<file path="src/gtr_pkg.sv">
// ----------------------------------------------------------------------------
// gtr_pkg
// Shared types, constants and font lookup for the glyph to rectangle renderer.
// ----------------------------------------------------------------------------
package gtr_pkg;

  localparam int MaxScale   = 16;
  localparam int CoordW     = 8;
  localparam int ScaleW     = 5;
  localparam int ColorW     = 16;
  localparam int CodeW      = 8;
  localparam int CfgIdxW    = 4;
  localparam int CfgDataW   = 16;
  localparam int GlyphCols  = 5;
  localparam int GlyphRows  = 7;
  localparam int DotN       = GlyphCols * GlyphRows;
  localparam int DotIdxW    = $clog2(DotN);
  localparam int ColW       = $clog2(GlyphCols);
  localparam int RowW       = $clog2(GlyphRows);
  localparam int GlyphIdxW  = 4;
  localparam int Advance    = 6;
  localparam int QueueDepth = 2;
  localparam int QPtrW      = $clog2(QueueDepth);
  localparam int QCntW      = $clog2(QueueDepth + 1);

  localparam logic [GlyphIdxW-1:0] GLYPH_BLANK = 4'd10;
  localparam logic [GlyphIdxW-1:0] GLYPH_DOT   = 4'd11;
  localparam logic [GlyphIdxW-1:0] GLYPH_VEE   = 4'd12;

  localparam logic [CodeW-1:0] CODE_ZERO = 8'h30;
  localparam logic [CodeW-1:0] CODE_NINE = 8'h39;
  localparam logic [CodeW-1:0] CODE_DOT  = 8'h2E;
  localparam logic [CodeW-1:0] CODE_VEE  = 8'h56;

  typedef enum logic [CfgIdxW-1:0] {
    CFG_GLYPH_SCALE = 4'd0,
    CFG_DRAW_COLOR  = 4'd1
  } cfg_reg_t;

  typedef enum logic {
    BK_IDLE,
    BK_RUN
  } back_state_t;

  typedef struct packed {
    logic [GlyphIdxW-1:0] glyph;
    logic [CoordW-1:0]    pen_x;
    logic [CoordW-1:0]    pen_y;
    logic [ScaleW-1:0]    scale;
    logic [ColorW-1:0]    color;
  } job_t;

  typedef struct packed {
    logic full;
    logic empty;
  } queue_status_t;

  function automatic logic [GlyphIdxW-1:0] glyph_select(input logic [CodeW-1:0] code);
    logic [GlyphIdxW-1:0] g;
    if (code inside {[CODE_ZERO:CODE_NINE]}) begin
      g = code[GlyphIdxW-1:0];
    end else if (code == CODE_DOT) begin
      g = GLYPH_DOT;
    end else if (code == CODE_VEE) begin
      g = GLYPH_VEE;
    end else begin
      g = GLYPH_BLANK;
    end
    return g;
  endfunction

  // columns packed high to low: column 4 in the top seven bits, row 0 is lsb
  function automatic logic [DotN-1:0] font_bits(input logic [GlyphIdxW-1:0] g);
    logic [DotN-1:0] b;
    case (g)
      4'd0:      b = {7'h3E, 7'h45, 7'h49, 7'h51, 7'h3E};
      4'd1:      b = {7'h00, 7'h40, 7'h7F, 7'h42, 7'h00};
      4'd2:      b = {7'h46, 7'h49, 7'h51, 7'h61, 7'h42};
      4'd3:      b = {7'h31, 7'h4B, 7'h45, 7'h41, 7'h21};
      4'd4:      b = {7'h10, 7'h7F, 7'h12, 7'h14, 7'h18};
      4'd5:      b = {7'h39, 7'h45, 7'h45, 7'h45, 7'h27};
      4'd6:      b = {7'h30, 7'h49, 7'h49, 7'h4A, 7'h3C};
      4'd7:      b = {7'h03, 7'h05, 7'h09, 7'h71, 7'h01};
      4'd8:      b = {7'h36, 7'h49, 7'h49, 7'h49, 7'h36};
      4'd9:      b = {7'h1E, 7'h29, 7'h49, 7'h49, 7'h06};
      GLYPH_DOT: b = {7'h00, 7'h00, 7'h60, 7'h60, 7'h00};
      GLYPH_VEE: b = {7'h77, 7'h08, 7'h08, 7'h08, 7'h77};
      default:   b = '0;
    endcase
    return b;
  endfunction

  function automatic logic [ScaleW-1:0] effective_scale(input logic [ScaleW-1:0] s);
    logic [ScaleW-1:0] e;
    if (s == '0) begin
      e = ScaleW'(1);
    end else if (s > ScaleW'(MaxScale)) begin
      e = ScaleW'(MaxScale);
    end else begin
      e = s;
    end
    return e;
  endfunction

  function automatic logic [ColW-1:0] dot_col(input logic [DotIdxW-1:0] idx);
    logic [ColW-1:0] c;
    if (idx >= DotIdxW'(4 * GlyphRows)) begin
      c = ColW'(4);
    end else if (idx >= DotIdxW'(3 * GlyphRows)) begin
      c = ColW'(3);
    end else if (idx >= DotIdxW'(2 * GlyphRows)) begin
      c = ColW'(2);
    end else if (idx >= DotIdxW'(GlyphRows)) begin
      c = ColW'(1);
    end else begin
      c = ColW'(0);
    end
    return c;
  endfunction

  function automatic logic [RowW-1:0] dot_row(input logic [DotIdxW-1:0] idx);
    logic [DotIdxW-1:0] r;
    r = idx - DotIdxW'(dot_col(idx)) * DotIdxW'(GlyphRows);
    return r[RowW-1:0];
  endfunction

endpackage

</file>
<file path="src/gtr_if.sv">
// ----------------------------------------------------------------------------
// gtr channel interfaces
// Character input, rectangle output and register write channels.
// ----------------------------------------------------------------------------
interface gtr_in_if;
  logic                         valid;
  logic                         ready;
  logic [gtr_pkg::CodeW-1:0]    char_code;
  logic                         restart;
  logic [gtr_pkg::CoordW-1:0]   start_x;
  logic [gtr_pkg::CoordW-1:0]   start_y;

  modport source (output valid, char_code, restart, start_x, start_y, input ready);
  modport sink   (input valid, char_code, restart, start_x, start_y, output ready);
endinterface

interface gtr_out_if;
  logic                         valid;
  logic                         ready;
  logic [gtr_pkg::CoordW-1:0]   rect_x;
  logic [gtr_pkg::CoordW-1:0]   rect_y;
  logic [gtr_pkg::ScaleW-1:0]   rect_side;
  logic [gtr_pkg::ColorW-1:0]   rect_color;
  logic                         empty_res;
  logic                         last;

  modport source (output valid, rect_x, rect_y, rect_side, rect_color, empty_res, last,
                  input ready);
  modport sink   (input valid, rect_x, rect_y, rect_side, rect_color, empty_res, last,
                  output ready);
endinterface

interface gtr_cfg_if;
  logic                          valid;
  logic                          ready;
  logic [gtr_pkg::CfgIdxW-1:0]   index;
  logic [gtr_pkg::CfgDataW-1:0]  data;

  modport source (output valid, index, data, input ready);
  modport sink   (input valid, index, data, output ready);
endinterface

</file>
<file path="src/glyph_to_rectangle_renderer_core.sv">
// ----------------------------------------------------------------------------
// glyph_to_rectangle_renderer_core
// Turns characters into filled squares, one per lit dot of a 5x7 font glyph.
// ----------------------------------------------------------------------------
// chr carries one character per beat, with an optional pen restart. rect
// returns one beat per lit dot: corner, side, colour, and last on the final
// beat of the character; a blank glyph gives a single empty_res beat. cfg
// writes glyph_scale (index 0) and draw_color (index 1), always ready.
// the character passes through the job queue, the back end's job register and
// the output register before its first rectangle appears on rect. the back
// end loads a glyph, then emits one rectangle per cycle while rect is not
// stalled (a single beat for a blank); it pops the next job only once idle again.
// the front end takes a character whenever the two-entry job queue has room,
// so up to two characters wait while a glyph is being drawn.
// reset: registers return to scale 1 and colour 0xFFFF, pen to (0, 0), queue
// and output are emptied. a stall on rect holds the output register and the
// back end; the queue then fills and chr.ready drops.
// ----------------------------------------------------------------------------
module glyph_to_rectangle_renderer_core (
  input  logic       clk,
  input  logic       rst,
  gtr_in_if.sink     chr,
  gtr_cfg_if.sink    cfg,
  gtr_out_if.source  rect
);

  logic                   push;
  logic                   pop;
  gtr_pkg::job_t          push_job;
  gtr_pkg::job_t          pop_job;
  gtr_pkg::queue_status_t q_status;

  gtr_front u_front (
    .clk      (clk),
    .rst      (rst),
    .chr      (chr),
    .cfg      (cfg),
    .q_status (q_status),
    .push     (push),
    .push_job (push_job)
  );

  gtr_queue u_queue (
    .clk      (clk),
    .rst      (rst),
    .push     (push),
    .push_job (push_job),
    .pop      (pop),
    .pop_job  (pop_job),
    .status   (q_status)
  );

  gtr_back u_back (
    .clk      (clk),
    .rst      (rst),
    .q_status (q_status),
    .pop_job  (pop_job),
    .pop      (pop),
    .rect     (rect)
  );

endmodule

</file>
<file path="src/gtr_front.sv">
// ----------------------------------------------------------------------------
// gtr_front
// Accepts characters, picks the glyph, tracks the pen and holds the registers.
// ----------------------------------------------------------------------------
module gtr_front (
  input  logic                  clk,
  input  logic                  rst,
  gtr_in_if.sink                chr,
  gtr_cfg_if.sink               cfg,
  input  gtr_pkg::queue_status_t q_status,
  output logic                  push,
  output gtr_pkg::job_t         push_job
);

  logic [gtr_pkg::ScaleW-1:0] glyph_scale;
  logic [gtr_pkg::ColorW-1:0] draw_color;
  logic [gtr_pkg::CoordW-1:0] pen_x;
  logic [gtr_pkg::CoordW-1:0] pen_y;

  logic [gtr_pkg::CoordW-1:0] base_x;
  logic [gtr_pkg::CoordW-1:0] base_y;
  logic [gtr_pkg::ScaleW-1:0] scale;
  logic [gtr_pkg::CoordW-1:0] pen_x_next;

  assign chr.ready = !q_status.full;
  assign cfg.ready = 1'b1;
  assign push      = chr.valid && chr.ready;

  always_comb begin
    scale  = gtr_pkg::effective_scale(glyph_scale);
    base_x = chr.restart ? chr.start_x : pen_x;
    base_y = chr.restart ? chr.start_y : pen_y;
    // advance wraps at 256
    pen_x_next = base_x + gtr_pkg::CoordW'(scale) * gtr_pkg::CoordW'(gtr_pkg::Advance);
    push_job.glyph = gtr_pkg::glyph_select(chr.char_code);
    push_job.pen_x = base_x;
    push_job.pen_y = base_y;
    push_job.scale = scale;
    push_job.color = draw_color;
  end

  always_ff @(posedge clk) begin
    if (rst) begin
      glyph_scale <= gtr_pkg::ScaleW'(1);
      draw_color  <= '1;
      pen_x       <= '0;
      pen_y       <= '0;
    end else begin
      if (cfg.valid && cfg.ready) begin
        case (cfg.index)
          gtr_pkg::CFG_GLYPH_SCALE: glyph_scale <= cfg.data[gtr_pkg::ScaleW-1:0];
          gtr_pkg::CFG_DRAW_COLOR:  draw_color  <= cfg.data[gtr_pkg::ColorW-1:0];
          default: ;
        endcase
      end
      if (push) begin
        pen_x <= pen_x_next;
        pen_y <= base_y;
      end
    end
  end

endmodule

</file>
<file path="src/gtr_queue.sv">
// ----------------------------------------------------------------------------
// gtr_queue
// Short job queue between the character front end and the rectangle back end.
// ----------------------------------------------------------------------------
module gtr_queue (
  input  logic                   clk,
  input  logic                   rst,
  input  logic                   push,
  input  gtr_pkg::job_t          push_job,
  input  logic                   pop,
  output gtr_pkg::job_t          pop_job,
  output gtr_pkg::queue_status_t status
);

  gtr_pkg::job_t              mem [gtr_pkg::QueueDepth];
  logic [gtr_pkg::QPtrW-1:0]  wr_ptr;
  logic [gtr_pkg::QPtrW-1:0]  rd_ptr;
  logic [gtr_pkg::QCntW-1:0]  count;

  assign status.full  = (count == gtr_pkg::QCntW'(gtr_pkg::QueueDepth));
  assign status.empty = (count == '0);
  assign pop_job      = mem[rd_ptr];

  always_ff @(posedge clk) begin
    if (push) begin
      mem[wr_ptr] <= push_job;
    end
  end

  always_ff @(posedge clk) begin
    if (rst) begin
      wr_ptr <= '0;
      rd_ptr <= '0;
      count  <= '0;
    end else begin
      if (push) begin
        wr_ptr <= (wr_ptr == gtr_pkg::QPtrW'(gtr_pkg::QueueDepth - 1)) ? '0
                                                                       : wr_ptr + 1'b1;
      end
      if (pop) begin
        rd_ptr <= (rd_ptr == gtr_pkg::QPtrW'(gtr_pkg::QueueDepth - 1)) ? '0
                                                                       : rd_ptr + 1'b1;
      end
      case ({push, pop})
        2'b10:   count <= count + 1'b1;
        2'b01:   count <= count - 1'b1;
        default: ;
      endcase
    end
  end

endmodule

</file>
<file path="src/gtr_back.sv">
// ----------------------------------------------------------------------------
// gtr_back
// Walks the set dots of one glyph and emits one rectangle per dot.
// ----------------------------------------------------------------------------
module gtr_back (
  input  logic                   clk,
  input  logic                   rst,
  input  gtr_pkg::queue_status_t q_status,
  input  gtr_pkg::job_t          pop_job,
  output logic                   pop,
  gtr_out_if.source              rect
);

  gtr_pkg::back_state_t          state;
  gtr_pkg::back_state_t          state_next;
  gtr_pkg::job_t                 job;
  logic [gtr_pkg::DotN-1:0]      mask;

  logic                          out_valid;
  logic [gtr_pkg::CoordW-1:0]    out_x;
  logic [gtr_pkg::CoordW-1:0]    out_y;
  logic [gtr_pkg::ScaleW-1:0]    out_side;
  logic [gtr_pkg::ColorW-1:0]    out_color;
  logic                          out_empty;
  logic                          out_last;

  logic                          out_free;
  logic                          emit;
  logic                          blank;
  logic [gtr_pkg::DotIdxW-1:0]   pos;
  logic [gtr_pkg::DotN-1:0]      mask_rest;
  logic [gtr_pkg::CoordW-1:0]    dot_x;
  logic [gtr_pkg::CoordW-1:0]    dot_y;

  assign rect.valid      = out_valid;
  assign rect.rect_x     = out_x;
  assign rect.rect_y     = out_y;
  assign rect.rect_side  = out_side;
  assign rect.rect_color = out_color;
  assign rect.empty_res  = out_empty;
  assign rect.last       = out_last;

  assign out_free = !out_valid || rect.ready;

  // lowest remaining dot, column-major order
  always_comb begin
    pos = '0;
    for (int i = gtr_pkg::DotN - 1; i >= 0; i--) begin
      if (mask[i]) begin
        pos = gtr_pkg::DotIdxW'(i);
      end
    end
  end

  always_comb begin
    blank     = (mask == '0);
    mask_rest = mask & ~(gtr_pkg::DotN'(1) << pos);
    dot_x = job.pen_x + gtr_pkg::CoordW'(gtr_pkg::dot_col(pos)) * gtr_pkg::CoordW'(job.scale);
    dot_y = job.pen_y + gtr_pkg::CoordW'(gtr_pkg::dot_row(pos)) * gtr_pkg::CoordW'(job.scale);
  end

  always_ff @(posedge clk) begin
    if (rst) begin
      state <= gtr_pkg::BK_IDLE;
    end else begin
      state <= state_next;
    end
  end

  always_comb begin
    state_next = state;
    pop        = 1'b0;
    emit       = 1'b0;
    case (state)
      gtr_pkg::BK_IDLE: begin
        if (!q_status.empty) begin
          pop        = 1'b1;
          state_next = gtr_pkg::BK_RUN;
        end
      end
      gtr_pkg::BK_RUN: begin
        if (out_free) begin
          emit = 1'b1;
          // a blank glyph also ends here after its single beat
          if (mask_rest == '0) begin
            state_next = gtr_pkg::BK_IDLE;
          end
        end
      end
      default: state_next = gtr_pkg::BK_IDLE;
    endcase
  end

  always_ff @(posedge clk) begin
    if (pop) begin
      job  <= pop_job;
      mask <= gtr_pkg::font_bits(pop_job.glyph);
    end else if (emit) begin
      mask <= mask_rest;
    end
  end

  always_ff @(posedge clk) begin
    if (rst) begin
      out_valid <= 1'b0;
    end else if (emit) begin
      out_valid <= 1'b1;
    end else if (rect.ready) begin
      out_valid <= 1'b0;
    end
  end

  always_ff @(posedge clk) begin
    if (emit) begin
      out_x     <= blank ? '0 : dot_x;
      out_y     <= blank ? '0 : dot_y;
      out_side  <= blank ? '0 : job.scale;
      out_color <= blank ? '0 : job.color;
      out_empty <= blank;
      out_last  <= (mask_rest == '0);
    end
  end

endmodule

</file>
<file path="src/flat_wrapper.sv">
// flat-port wrapper written by rule: the top's interface ports become plain ports
module glyph_to_rectangle_renderer_core_flat 
  (clk, rst, chr_valid, chr_char_code, chr_restart, chr_start_x, chr_start_y, chr_ready, cfg_valid, cfg_index, cfg_data, cfg_ready, rect_valid, rect_rect_x, rect_rect_y, rect_rect_side, rect_rect_color, rect_empty_res, rect_last, rect_ready);
  gtr_in_if chr_i ();
  gtr_cfg_if cfg_i ();
  gtr_out_if rect_i ();
  input  logic clk;
  input  logic rst;
  input wire logic [$bits(chr_i.valid)-1:0] chr_valid;
  input wire logic [$bits(chr_i.char_code)-1:0] chr_char_code;
  input wire logic [$bits(chr_i.restart)-1:0] chr_restart;
  input wire logic [$bits(chr_i.start_x)-1:0] chr_start_x;
  input wire logic [$bits(chr_i.start_y)-1:0] chr_start_y;
  output wire logic [$bits(chr_i.ready)-1:0] chr_ready;
  input wire logic [$bits(cfg_i.valid)-1:0] cfg_valid;
  input wire logic [$bits(cfg_i.index)-1:0] cfg_index;
  input wire logic [$bits(cfg_i.data)-1:0] cfg_data;
  output wire logic [$bits(cfg_i.ready)-1:0] cfg_ready;
  output wire logic [$bits(rect_i.valid)-1:0] rect_valid;
  output wire logic [$bits(rect_i.rect_x)-1:0] rect_rect_x;
  output wire logic [$bits(rect_i.rect_y)-1:0] rect_rect_y;
  output wire logic [$bits(rect_i.rect_side)-1:0] rect_rect_side;
  output wire logic [$bits(rect_i.rect_color)-1:0] rect_rect_color;
  output wire logic [$bits(rect_i.empty_res)-1:0] rect_empty_res;
  output wire logic [$bits(rect_i.last)-1:0] rect_last;
  input wire logic [$bits(rect_i.ready)-1:0] rect_ready;
  assign chr_i.valid = chr_valid;
  assign chr_i.char_code = chr_char_code;
  assign chr_i.restart = chr_restart;
  assign chr_i.start_x = chr_start_x;
  assign chr_i.start_y = chr_start_y;
  assign chr_ready = chr_i.ready;
  assign cfg_i.valid = cfg_valid;
  assign cfg_i.index = cfg_index;
  assign cfg_i.data = cfg_data;
  assign cfg_ready = cfg_i.ready;
  assign rect_valid = rect_i.valid;
  assign rect_rect_x = rect_i.rect_x;
  assign rect_rect_y = rect_i.rect_y;
  assign rect_rect_side = rect_i.rect_side;
  assign rect_rect_color = rect_i.rect_color;
  assign rect_empty_res = rect_i.empty_res;
  assign rect_last = rect_i.last;
  assign rect_i.ready = rect_ready;
  glyph_to_rectangle_renderer_core u_core (.clk(clk), .rst(rst), .chr(chr_i), .cfg(cfg_i), .rect(rect_i));
endmodule
</file>
<file path="config.mk">
export PLATFORM = sky130hd
export DESIGN_NAME = glyph_to_rectangle_renderer_core_flat
export DESIGN_NICKNAME = d
export VERILOG_FILES = /design/src/gtr_pkg.sv /design/src/gtr_if.sv /design/src/glyph_to_rectangle_renderer_core.sv /design/src/gtr_front.sv /design/src/gtr_queue.sv /design/src/gtr_back.sv /design/src/flat_wrapper.sv
export SDC_FILE = /design/constraint.sdc
export NUM_CORES = 1
export LEC_CHECK = 0
export BUFFER_PORTS_ARGS = -buffer_cell sky130_fd_sc_hd__buf_2
export CORE_UTILIZATION = 35
export CTS_CLUSTER_DIAMETER = 30
export CTS_CLUSTER_SIZE = 14
export DETAILED_ROUTE_END_ITERATION = 10
export PLACE_DENSITY = 0.5
export SYNTH_ARGS = -nofsm -noshare
export SYNTH_HDL_FRONTEND = slang
export SYNTH_SLANG_ARGS = --single-unit
</file>
<file path="constraint.sdc">
create_clock -name clk -period 7.9 [get_ports clk]
set_input_delay 1.185 -clock clk [delete_from_list [all_inputs] [get_ports clk]]
set_output_delay 1.185 -clock clk [all_outputs]
set_load 0.01 [all_outputs]
</file>
== Word level (Yosys, flattened, before mapping) ==
Memory sizes are Yosys's and may differ from the RTL's. A register that Yosys moved wholly into a read port is not among the register bits.
Index checks and enable logic that the tools add are counted.
Widths: inputs -> output; s select.
Word-level totals
  register bits after elaboration: 154
  bits in writable memories: 82
  logic and storage cells: 130
  memories kept: 2
  bits in read-only memories: 560
Operators by class
  shift-type cells: 1
  muxes and demuxes: 64
  reductions and logical operators: 15
  bitwise operators: 3
  add/subtract/negate cells: 8
  equality and inequality tests: 6
  multipliers: 4
  $lt $le $gt $ge: 7
Memory list
  (name not given): words 16, bits a word 35, read ports 1, clocked after memory_dff 0, write ports 0, line gtr_pkg.sv:75  | case (g)
  u_core.u_queue.mem: words 2, bits a word 41, read ports 1, clocked after memory_dff 1, write ports 1, line gtr_queue.sv:15  | gtr_pkg::job_t mem [gtr_pkg::QueueDepth];
Operators by type and width (number)
  $mux 6: 35
  $logic_not 35->1: 2
  $mux 35: 2
  $and 35x35->35: 1
  $not 35->35: 1
  $shl 1x6->35 const A: 1
  $add 8x8->8: 3
  $mul 3x5->8: 2
  $mux 8: 2
  $mux 1: 15
  $ge 6x5->1 const B: 2
  $mux 5: 2
  $mux 3: 3
  $eq 8x6->1 const B: 1
  $eq 8x7->1 const B: 1
  $ge 8x6->1 const B: 1
  $le 8x6->1 const B: 1
  $mul 5x2->7 const B: 1
  $ge 6x3->1 const B: 1
  $ge 6x4->1 const B: 1
  $reduce_bool 2->1: 3
  $gt 5x5->1 const B: 1
  $logic_not 5->1: 1
  $eq 2x2->1 const B: 2
  18 further kinds: 23

== Longest topological paths before layout ==
Gate-level depths: netlist of the first run.
  depth after elaboration: 44
  gate-level depth with buffers: 29
  gate-level depth less buffers: 28

== Modules after synthesis ==
Synthesis of the first run repeated with hierarchy kept, for this count alone.
Second synthesis, totals
  cells, all modules: 1065
  area total of the unflattened synthesis: 12234.2 µm²
By module, submodules not included
  gtr_back: instances 1, area each 7046.8 µm², cells each 664, seq. area each 3373.2 µm²
  gtr_queue: instances 1, area each 3153.0 µm², cells each 150, seq. area each 2562.5 µm²
  gtr_front: instances 1, area each 2034.5 µm², cells each 251, seq. area each 740.7 µm²

== Least setup slack after synthesis of the first run ==
OpenSTA, ideal clock, no wires.
  kind: flip-flop to flip-flop
  start point: register u_core.u_back.mask[15] (netlist name)
  end point: register u_core.u_back.out_y, in the netlist u_core.u_back.rect.rect_y[7], data pin
  setup slack: 2.101 ns
  period minus slack after synthesis: 5.799 ns
  setup time: 0.266 ns
  path buffers: 1
  arrival: 5.533 ns
  cell stages (with the launch flop): 27
  path through: edfxtp_1 -> or4_4 -> o21ai_2 -> a31oi_4 -> nor2_1 -> or2_0 -> clkbuf_1 -> nand2_1 -> nor2_1 -> ha_1 -> inv_1 -> fa_1 -> xnor2_1 -> xnor2_1 -> and2_1 -> fa_1 -> inv_1 -> fa_1 -> inv_1 -> ha_1 -> nor2b_1 -> o21ai_0 -> nand2b_1 -> a21o_1 -> a21oi_1 -> xnor2_1 -> nor2_1
Between the ends
  cells in the longest elaborated chain, start to end: 25
  elaborated cells between the ends (all ways): 29
  those cells by class: 2 x add/sub; 2 x mul; 4 x order compare; 20 x mux; 1 x reduce/logical
RTL lines
  start, declared: line gtr_back.sv:17  | logic [gtr_pkg::DotN-1:0] mask;
  start signal, assigned: line gtr_back.sv:97  | mask <= gtr_pkg::font_bits(pop_job.glyph);
  start signal, assigned: line gtr_back.sv:99  | mask <= mask_rest;
  $mux 6 (16 in series): line gtr_back.sv:49  | if (mask[i]) begin
  $ge 6x3->1: line gtr_pkg.sv:113  | end else if (idx >= DotIdxW'(GlyphRows)) begin
  $mux 1: line gtr_pkg.sv:113
  $mux 2: line gtr_pkg.sv:111  | end else if (idx >= DotIdxW'(2 * GlyphRows)) begin
  $mux 2: line gtr_pkg.sv:109  | end else if (idx >= DotIdxW'(3 * GlyphRows)) begin
  $mux 3: line gtr_pkg.sv:107  | if (idx >= DotIdxW'(4 * GlyphRows)) begin
  $mul 3x1->3: line gtr_pkg.sv:123  | r = idx - DotIdxW'(dot_col(idx)) * DotIdxW'(GlyphRows);
  $sub 3x3->3: line gtr_pkg.sv:123
  $mul 3x5->8: line gtr_back.sv:59  | dot_y = job.pen_y + gtr_pkg::CoordW'(gtr_pkg::dot_row(pos)) * gtr_pkg::CoordW'(job.scale);
  $add 8x8->8: line gtr_back.sv:59
  end signal, assigned: line gtr_back.sv:116  | out_y <= blank ? '0 : dot_y;
  end, declared: line gtr_back.sv:21  | logic [gtr_pkg::CoordW-1:0] out_y;
Parallel ways exist; a longest one is shown, timed or not.
A chain may end at the register's enable or synchronous reset.

== Worst setup path in the final report of the first run ==
  start point: register u_core.u_back.mask[14] (netlist name)
  end point: register u_core.u_back.out_y, in the netlist u_core.u_back.rect.rect_y[7], data pin
Between the ends
  cells in the longest elaborated chain, start to end: 24
  elaborated cells between the ends (all ways): 28
  those cells by class: 2 x add/sub; 2 x mul; 4 x order compare; 19 x mux; 1 x reduce/logical
RTL lines (line)
  $mux 6 (15 in series): gtr_back.sv:49
  $ge 6x3->1: gtr_pkg.sv:113
  $mux 1: gtr_pkg.sv:113
  $mux 2: gtr_pkg.sv:111
  $mux 2: gtr_pkg.sv:109
  $mux 3: gtr_pkg.sv:107
  $mul 3x1->3: gtr_pkg.sv:123
  $sub 3x3->3: gtr_pkg.sv:123
  $mul 3x5->8: gtr_back.sv:59
  $add 8x8->8: gtr_back.sv:59
Parallel ways exist; a longest one is shown, timed or not.

==> results of run 1 <==
## synthesized netlist by cell type (4+ instances only)
cell type  number  area (µm²)
nand2b_1        7        43.8
buf_1           5        18.8
a211oi_1        4        30.0
clkbuf_1       30         113
nor4_1          6        37.5
o311ai_0        4        35.0
mux2i_1         8        80.1
mux2_2         56         631
a21boi_0        4        30.0
o21ai_0        62         310
nor2b_1        40         250
and2_1         16         100
ha_1           40         500
nor3_1         15        75.1
o211ai_1       11        82.6
and3_1          5        31.3
inv_1          51         191
nor2_1         65         244
dfxtp_1        44         881
o31ai_1         6        45.0
xnor2_1        16         140
a21o_1         16         120
o22ai_1         6        37.5
o21a_1          4        30.0
fa_1           21         420
nand2_1       126         473
nand3_1        15        75.1
nand4_1         4        25.0
o221ai_1        4        35.0
o21bai_1        4        30.0
a21oi_1        49         245
nand3b_1       18         135
edfxtp_1      193        5800
xor2_1          7        61.3
or3_1           7        43.8
## sequential cells by signal, summed over array words and instances (netlist names), named ones only
name                           flops
u_core.u_back.rect.rect_side       5
u_core.u_queue.rd_ptr              1
u_core.u_queue.mem                82
u_core.u_queue.count               2
u_core.u_back.state                1
u_core.u_back.rect.rect_color     16
u_core.u_front.glyph_scale         5
u_core.u_queue.wr_ptr              1
u_core.u_back.rect.last            1
u_core.u_front.pen_y               8
u_core.u_back.rect.rect_y          8
u_core.u_back.mask                35
u_core.u_back.rect.valid           1
u_core.u_back.rect.empty_res       1
u_core.u_front.pen_x               8
u_core.u_back.rect.rect_x          8
u_core.u_front.draw_color         16
u_core.u_back.job                 37
## layout make-up
cell class | instances | area, µm²
fillers | 3181 | 18900
flip-flops and latches | 237 | 6680
repair buffers | 98 | 510
inverters | 56 | 210
well taps | 448 | 561
multi-input cells | 701 | 4960
clock inverters | 38 | 354
clock buffers | 64 | 1410
## cell families (layout without fill, tap and decap cells)
family | count (synthesis) | count (layout) | share of synthesized area, %
AOI/OAI and AO/OA | 201 | 201 | 10.6
xor gates and xnor gates | 24 | 24 | 1.88
adders and majority gates | 61 | 61 | 7.69
buffers and inverters | 95 | 256 | 3.04
DFF | 237 | 237 | 55.7
muxes | 64 | 64 | 5.93
other | 1 | 1 | 0.0313
and+or+nand+nor | 350 | 350 | 15.1
## power breakdown
group / switching [W] / leakage [nW] / internal (W) / total, W
Sequential: 0.000279 / 2.07 / 0.00187 / 0.00214
Clock: 0.000685 / 0.862 / 0.00143 / 0.00211
Combinational: 0.00123 / 2.55 / 0.000713 / 0.00194
Total: 0.00219 / 5.48 / 0.00400 / 0.00619
## metrics by stage
stage | worst slack (ns) | util (%)
4_1_cts | 1.21 | 43.7
3_5_place_dp | 1.20 | 38.4
5_1_grt | 0.690 | 43.7
3_3_place_gp | 1.09 | 38.4
6_report | 1.20 | 43.7
2_1_floorplan | 2.10 | -
## metal layers
layer / up-vias / share of wire [%] / global-route usage (%)
met5: - / 0 / 0
met4: 0 / 2.4 / 6.43
met3: 51 / 5.8 / 4.03
met2: 238 / 43 / 26.2
met1: 3934 / 49 / 24.3
li1: 3993 / - / -
## final timing paths
| kind | startpoint | end | slack (ns) | cells past startpoint |
|---|---|---|---|---|
| max | u_core.u_back.mask[14] | u_core.u_back.rect.rect_y[7] | 1.20 | 27 |
| min | u_core.u_front.draw_color[8] | u_core.u_queue.mem[1][8] | 0.45 | 0 |
| max reg2reg | u_core.u_back.mask[14] | u_core.u_back.rect.rect_y[7] | 1.20 | 27 |
| min reg2reg | u_core.u_front.draw_color[8] | u_core.u_queue.mem[1][8] | 0.45 | 0 |
## worst register-to-register path: cells and delay by family (launching register included)
| kind | cells | cell delay (ns) |
|---|---|---|
| fa+ha+maj | 5 | 2.06 |
| compound gates | 9 | 1.86 |
| simple gates | 6 | 1.02 |
| xor+xnor | 3 | 0.65 |
| flops | 1 | 0.50 |
| buf+inv | 4 | 0.35 |
==> results.cfg, run 1 <==
[run_status]
status = completed

[grt]
grt_pass1_wl_um = 47300
grt_max_degree = 66
grtUsageTotal_pct = 17.4
grt_pass1_vias = 8307
antenna_found_initial = 0
gr-total-overflow = 0

[floorplan]
fp.dieW_um = 187
ios = 92
num_rows = 67
initial_core_util_pct = 35.6
die_area_um2 = 35000
coreArea_um2 = 33600
dieHeight_um = 187

[cts]
postCtsHoldBufs = 0
cts-resized-gates = 0
cts_setup_buffers = 0
numCtsBuffers = 55
clock_latency_ns = 0.57
h-tree-depth = 2
cts_tree = yes
cts_root_buf = clkbuf_16
clkSlewWorstSetupHoldPaths_ns = 0.05
cts_num_sinks = 237
clk_path_buf_depth = 3

[drt]
drc = 0
wl_per_cell_um = 18.4
vias_per_cell = 5.00
dr.pass1.iters = 5
ant_nets = 0
drtIter0Drc = 542
vias = 8216
wirelength_um = 30100

[layout]
layout_commonest_cell = edfxtp_1
mostFrequentLayoutCells = edfxtp_1, nand2_1, buf_2, nor2_1, o21ai_0
layout.nets = 1260
drive_above_1_share_pct = 22.1
area_growth_pct = 22.6
final_area_um2 = 14700
layout.cells.non_filler = 1642
n_antenna_cell = 0

[worst_setup_path]
worst_path_largest_cell_delay_ns = 0.73
end_kind = flop
cp_max_fo = 9
slowest_stage = a2111oi_0
critPathKind = flop to flop
crit_buf_inv = 4
critPathTopFamily = adder cells
critPathLaunchType = flop
arrival_ns = 6.99
cp.required_ns = 8.18

[power]
powerDensity_nw_per_um2 = 422
power_leakage_nw = 5.48
total_power_w = 0.00619
ir_drop_mv = 0.207

[yosys]
synth_flop_cell = edfxtp_1
syn_inst = 1033
synth.avg_cell_area_um2 = 11.6
ys_warn_count = 0
syn-num-nets = 1144
syn_area_um2 = 12000
synth-async-reset-ratio_pct = 0
synth_seq_cells = 237
synth_edf_count = 193
synthDistinctLibCells = 73
seq_area_frac_synth_pct = 55.7

[timing]
setup_viol = 0
fmax_mhz = 149
worstMarginPinSlew_ns = 1.18
rsz0062_at_grt = false
hold_viol = 0
maxSlewHeadroom_pct = 20.3
setup_tns_ns = 0
clock_skew_ns = 0.0333
fin_crit_ns = 6.70
holdWs_ns = 0.445
final_max_slew_viol_count = 0
finalCritPeriodShare_pct = 84.9

[placed_design]
io_buffers = 90
gp_congestion = 0.896
dpl.cell_count = 1540
placed_area_um2 = 12900
hpwlAfterDp_um = 21100

[flow_run]
maxCapViolations = 0

[min_path]
min_path_type = flop to flop
No activity file was read; power rests on OpenSTA's default activity.
==> run 2: changes to the inputs <==
--- a/config.mk
+++ b/config.mk
@@ -5,12 +5,13 @@
 export SDC_FILE = /design/constraint.sdc
 export NUM_CORES = 1
 export LEC_CHECK = 0
+export ABC_AREA = 1
 export BUFFER_PORTS_ARGS = -buffer_cell sky130_fd_sc_hd__buf_2
 export CORE_UTILIZATION = 35
 export CTS_CLUSTER_DIAMETER = 30
 export CTS_CLUSTER_SIZE = 14
 export DETAILED_ROUTE_END_ITERATION = 10
-export PLACE_DENSITY = 0.5
+export PLACE_DENSITY = 0.52
 export SYNTH_ARGS = -nofsm -noshare
 export SYNTH_HDL_FRONTEND = slang
 export SYNTH_SLANG_ARGS = --single-unit
==> constraint.sdc (replaced) <==
create_clock -name clk -period 6.15 [get_ports clk]
set_input_delay 0.9225 -clock clk [delete_from_list [all_inputs] [get_ports clk]]
set_output_delay 0.9225 -clock clk [all_outputs]
set_load 0.01 [all_outputs]
==> run 2 against run 1 <==
Compared with the run above: clock power grew 41%; sequential share of layout area fell by 1.0 points; combinational power grew 44%; clock skew rose by 0.0027 ns; first-iteration DRC count grew 9.0%; sequential power is 26% higher; hold slack improved by 0.0020 ns; synthesized cell count increased by 25%; critical endpoint is now u_core.u_back.rect.rect_y[6]; largest cell class unchanged; largest power group is now clock; highest routed layer unchanged.
==> results.cfg, run 2 <==
[worst_setup_path]
end_kind = flop
slowest_stage = fa_2
cp_max_fo = 4
worst_path_largest_cell_delay_ns = 0.55
r2r_start = u_core.u_back.mask[32]
cp.required_ns = 6.45
critPathLaunchType = flop
arrival_ns = 6.22
crit_top_cell = nand2_1
crit_start = u_core.u_back.mask[32]
critPathKind = flop to flop

[power]
power_leakage_nw = 6.52
powerDensity_nw_per_um2 = 564
ir_drop_mv = 0.238

[floorplan]
num_rows = 67
dieHeight_um = 186
die_area_um2 = 34700
coreArea_um2 = 33400
ios = 92
fp.dieW_um = 186
initial_core_util_pct = 35.5

[grt]
grtUsageTotal_pct = 16.9
grt_pass1_wl_um = 44900
grt_pass1_vias = 8577
antenna_found_initial = 0
grt_max_degree = 52
gr-total-overflow = 0

[cts]
postCtsHoldBufs = 0
clock_latency_ns = 0.58
clkSlewWorstSetupHoldPaths_ns = 0.05
clk_path_buf_depth = 3
h-tree-depth = 2
numCtsBuffers = 57
cts_tree = yes
cts_num_sinks = 237
cts_root_buf = clkbuf_16

[timing]
fin_crit_ns = 5.92
holdWs_ns = 0.447
maxSlewHeadroom_pct = 42.1
final_max_slew_viol_count = 0
clock_skew_ns = 0.0360
hold_viol = 0
setup_viol = 0
worstMarginPinSlew_ns = 0.865
finalCritPeriodShare_pct = 96.3
setup_tns_ns = 0
fmax_mhz = 169
rsz0062_at_grt = true

[yosys]
synth_common_cells = nand2_1, inv_1, edfxtp_1
synth_seq_cells = 237
syn-num-nets = 1401
synth_area_leaders = edfxtp_1, nand2_1, dfxtp_1, inv_1, nor2_1
synth_flop_cell = edfxtp_1
synth_edf_count = 193
seq_area_frac_synth_pct = 56.2
synth_top_area_share_pct = 48.8
syn_area_um2 = 11900
yosysMostFrequentCell = nand2_1
synthDistinctLibCells = 42
syn_inst = 1290
ys_warn_count = 0
yosysTopAreaCell = edfxtp_1
synth.avg_cell_area_um2 = 9.20
synth-async-reset-ratio_pct = 0

[drt]
vias_per_cell = 4.68
vias = 9023
wl_per_cell_um = 14.9
wirelength_um = 28700
drc = 0
ant_nets = 0
dr.pass1.iters = 5
drtIter0Drc = 591

[layout]
n_antenna_cell = 0
mostFrequentLayoutCells = nand2_1, edfxtp_1, inv_1, nor2_1, buf_2
layout.nets = 1545
layout_commonest_cell = nand2_1
drive_above_1_share_pct = 16.7
largest_reg_flops = 82
top_regs = u_core.u_queue.mem: 82 flops, u_core.u_back.job: 37 flops, u_core.u_back.mask: 35 flops
area_growth_pct = 26.5
largest-register = u_core.u_queue.mem
num-fill-cells = 3218

[placed_design]
hpwlAfterDp_um = 20100
io_buffers = 90
gp_congestion = 0.902

[flow_run]
maxCapViolations = 0

[run_status]
status = completed

[min_path]
hp-start = u_core.u_front.pen_y[4]
min_path_type = flop to flop
run 2: final cells by class:
cell class                      count  area [µm²]  area share (%)
Sequential cell                   237        6680            44.4
Multi-Input combinational cell    818        4390            29.2
Clock buffer                       80        1550            10.3
Inverter                          198         743            4.95
Timing Repair Buffer              122         698            4.65
Tap cell                          448         561            3.73
Clock inverter                     26         400            2.67
run 2: stage by stage:
step / setup WS [ns] / instances / util (%) / instance area [µm²] / total power, W
4_1_cts: 0.0422 / 1923 / 44.6 / 14900 / 0.00837
6_report: 0.229 / 1929 / 44.9 / 15000 / 0.00847
3_3_place_gp: 0.0667 / 1817 / 38.7 / 13000 / 0.00531
5_1_grt: -0.300 / 1929 / 44.9 / 15000 / 0.00907
3_5_place_dp: 0.00472 / 1817 / 38.7 / 13000 / 0.00534
2_1_floorplan: 0.294 / 1290 / - / 11900 / 0.00445
run 2: cell families after synthesis:
kind of cell / after synthesis / share of synthesized area (%)
compound gates: 172 / 7.87
simple gates: 571 / 19.6
flops: 237 / 56.2
fa+ha+maj: 61 / 7.76
xor+xnor: 11 / 0.812
other cells: 1 / 0.0316
buf+inv: 235 / 7.52
mux: 2 / 0.190
run 2: where the power goes:
part / switching (W) / internal, W / leakage (nW)
Sequential: 0.000246 / 0.00245 / 2.10
Combinational: 0.00182 / 0.000975 / 3.49
Clock: 0.000902 / 0.00208 / 0.938
run 2: timing repair:
action	4_1_cts	5_1_grt
buffers inserted	0	6
pin swaps	0	9
resized for setup	1	23
setup endpoints to repair	1	4
run 2: final timing paths:
path | endpoint | slack [ns] | cells after the start
worst max register to register | u_core.u_back.rect.rect_y[6] | 0.23 | 57
worst max-delay path | u_core.u_back.rect.rect_y[6] | 0.23 | 57
worst min register to register | u_core.u_front.pen_y[4] | 0.45 | 2
worst min-delay path | u_core.u_front.pen_y[4] | 0.45 | 2
run 2: worst max-delay path, delay by kind of cell, from the launching register on:
family	cells	cell delay [ns]
buf+inv	7	0.39
compound gates	5	0.63
fa+ha+maj	5	2.00
flops	1	0.40
simple gates	40	2.20
run 2: per-layer routing:
layer / global-route usage [%] / part of all wire, % / vias to the layer above
met5: 0 / 0 / -
met4: 6.20 / 2.3 / 0
met2: 26.3 / 45 / 218
met3: 3.49 / 5.3 / 61
met1: 23.1 / 47 / 4201
li1: - / - / 4543
==> run 3: changes to the inputs <==
--- a/config.mk
+++ b/config.mk
@@ -11,7 +11,7 @@
 export CTS_CLUSTER_DIAMETER = 30
 export CTS_CLUSTER_SIZE = 14
 export DETAILED_ROUTE_END_ITERATION = 10
-export PLACE_DENSITY = 0.52
+export PLACE_DENSITY = 0.5
 export SYNTH_ARGS = -nofsm -noshare
 export SYNTH_HDL_FRONTEND = slang
 export SYNTH_SLANG_ARGS = --single-unit
==> constraint.sdc (replaced) <==
create_clock -name clk -period 7.5 [get_ports clk]
set_input_delay 1.125 -clock clk [delete_from_list [all_inputs] [get_ports clk]]
set_output_delay 1.125 -clock clk [all_outputs]
set_load 0.01 [all_outputs]
==> run 3 against run 2 <==
Compared with the run above: cell area down 1.2%; highest routed layer unchanged; die area unchanged; setup slack better by 0.89 ns; first-iteration DRC count down 21%.
==> results.cfg, run 3 (same netlist as run 2, synthesis figures left out) <==
[run_status]
status = completed

[grt]
grtUsageTotal_pct = 17.2
grt_pass1_wl_um = 45700
grt_max_degree = 43
antenna_found_initial = 0
grt_pass1_vias = 8635
gr-total-overflow = 0

[power]
power_leakage_nw = 6.45
power_frac_comb_pct = 30.3
p_clk_share_pct = 36.9
seqPwrFrac_pct = 32.8
swShare_pct = 35.1
p_sw_w = 0.00238
powerDensity_nw_per_um2 = 457
ir_drop_mv = 0.193
intPower_w = 0.00439

[worst_setup_path]
cp_max_fo = 14
worst_path_largest_cell_delay_ns = 0.54
end_kind = flop
critPathLaunchType = flop
critPathKind = flop to flop
arrival_ns = 6.69
slowest_stage = fa_1
crit_top_cell = nand2_1
cp.required_ns = 7.81

[cts]
clock_latency_ns = 0.57
postCtsHoldBufs = 0
cts_root_buf = clkbuf_16
cts_num_sinks = 237
cts-resized-gates = 0
cts_tree = yes
cts_setup_buffers = 0
clk_path_buf_depth = 3
clkSlewWorstSetupHoldPaths_ns = 0.05
numCtsBuffers = 54
h-tree-depth = 2

[min_path]
min_path_type = flop to flop

[floorplan]
fp.dieW_um = 186
dieHeight_um = 186
coreArea_um2 = 33400
die_area_um2 = 34700
num_rows = 67
ios = 92
initial_core_util_pct = 35.5

[drt]
vias_per_cell = 4.65
ant_nets = 0
drtIter0Drc = 464
dr.pass1.iters = 5
wl_per_cell_um = 15.3
drc = 0
wirelength_um = 29100
vias = 8854

[timing]
fmax_mhz = 157
fin_crit_ns = 6.38
maxSlewHeadroom_pct = 26.1
finalCritPeriodShare_pct = 85.0
setup_viol = 0
final_max_slew_viol_count = 0
clock_skew_ns = 0.0346
worstMarginPinSlew_ns = 1.11
fin_ws_ns = 1.12
rsz0062_at_grt = false
hold_viol = 0
setup_tns_ns = 0

[layout]
multi_input_area_um2 = 4330
ff_latch_area_um2 = 6680
layout_commonest_cell = nand2_1
layout.nets = 1523
n_antenna_cell = 0
drive_above_1_share_pct = 14.7
area_growth_pct = 25.0
num-fill-cells = 3243
largest-register = u_core.u_queue.mem
largest_reg_flops = 82
top_regs = u_core.u_queue.mem: 82 flops, u_core.u_back.job: 37 flops, u_core.u_back.mask: 35 flops
mostFrequentLayoutCells = nand2_1, inv_1, edfxtp_1, nor2_1

[flow_run]
maxCapViolations = 0

[placed_design]
gp_congestion = 0.902
io_buffers = 90
dp_slack_ns = 1.16
hpwlAfterDp_um = 20400
==> run 3: final cells by class <==
class / count / area share [%]
tap: 448 / 3.78
timing repair buffer: 103 / 3.69
multi-input combinational: 818 / 29.2
clock inverter: 42 / 4.10
inverter: 198 / 5.01
clock buffer: 60 / 9.26
sequential: 237 / 45.0
==> run 3: worst max-delay path, delay by kind of cell, from the launching register on <==
kind	cells	cell delay (ns)
buf+inv	6	0.30
simple gates	39	2.30
fa+ha+maj	5	1.92
flops	1	0.39
compound gates	6	0.93
xor+xnor	1	0.30
==> run 3: path summary, 6_finish.rpt <==
check                                from  depth (start not counted)                      endpoint  slack, ns
setup / recovery   u_core.u_back.mask[32]                         57  u_core.u_back.rect.rect_y[6]       1.12
hold reg to reg   u_core.u_front.pen_y[5]                          2       u_core.u_front.pen_y[5]       0.45
hold / removal    u_core.u_front.pen_y[5]                          2       u_core.u_front.pen_y[5]       0.45
setup reg to reg   u_core.u_back.mask[32]                         57  u_core.u_back.rect.rect_y[6]       1.12
==> run 3: power groups by stage <==
stage               Combinational, W  Sequential [W]  Clock, W
finish                       0.00205         0.00222   0.00250
global route                 0.00238         0.00226   0.00261
CTS                          0.00208         0.00223   0.00254
detailed placement           0.00206         0.00225         0
global placement             0.00206         0.00225         0
floorplan                    0.00144         0.00221         0
==> run 3: stage by stage <==
step / util [%] / std cells / total power, W / hold WS, ns / area, µm²
6_report: 44.4 / 1906 / 0.00677 / 0.446 / 14800
5_1_grt: 44.4 / 1906 / 0.00725 / 0.468 / 14800
4_1_cts: 44.4 / 1906 / 0.00685 / 0.450 / 14800
3_5_place_dp: 38.4 / 1804 / 0.00431 / 0.440 / 12900
3_3_place_gp: 38.4 / 1804 / 0.00431 / 0.433 / 12900
2_1_floorplan: - / 1290 / 0.00365 / 0.424 / 11900
==> run 3: per-layer routing <==
layer	vias up	part of all wire, %	track usage (%)
li1	4497	-	-
met1	4123	48	23.7
met2	182	46	27.3
met3	52	4.0	3.17
met4	0	2.4	5.90
met5	-	0	0
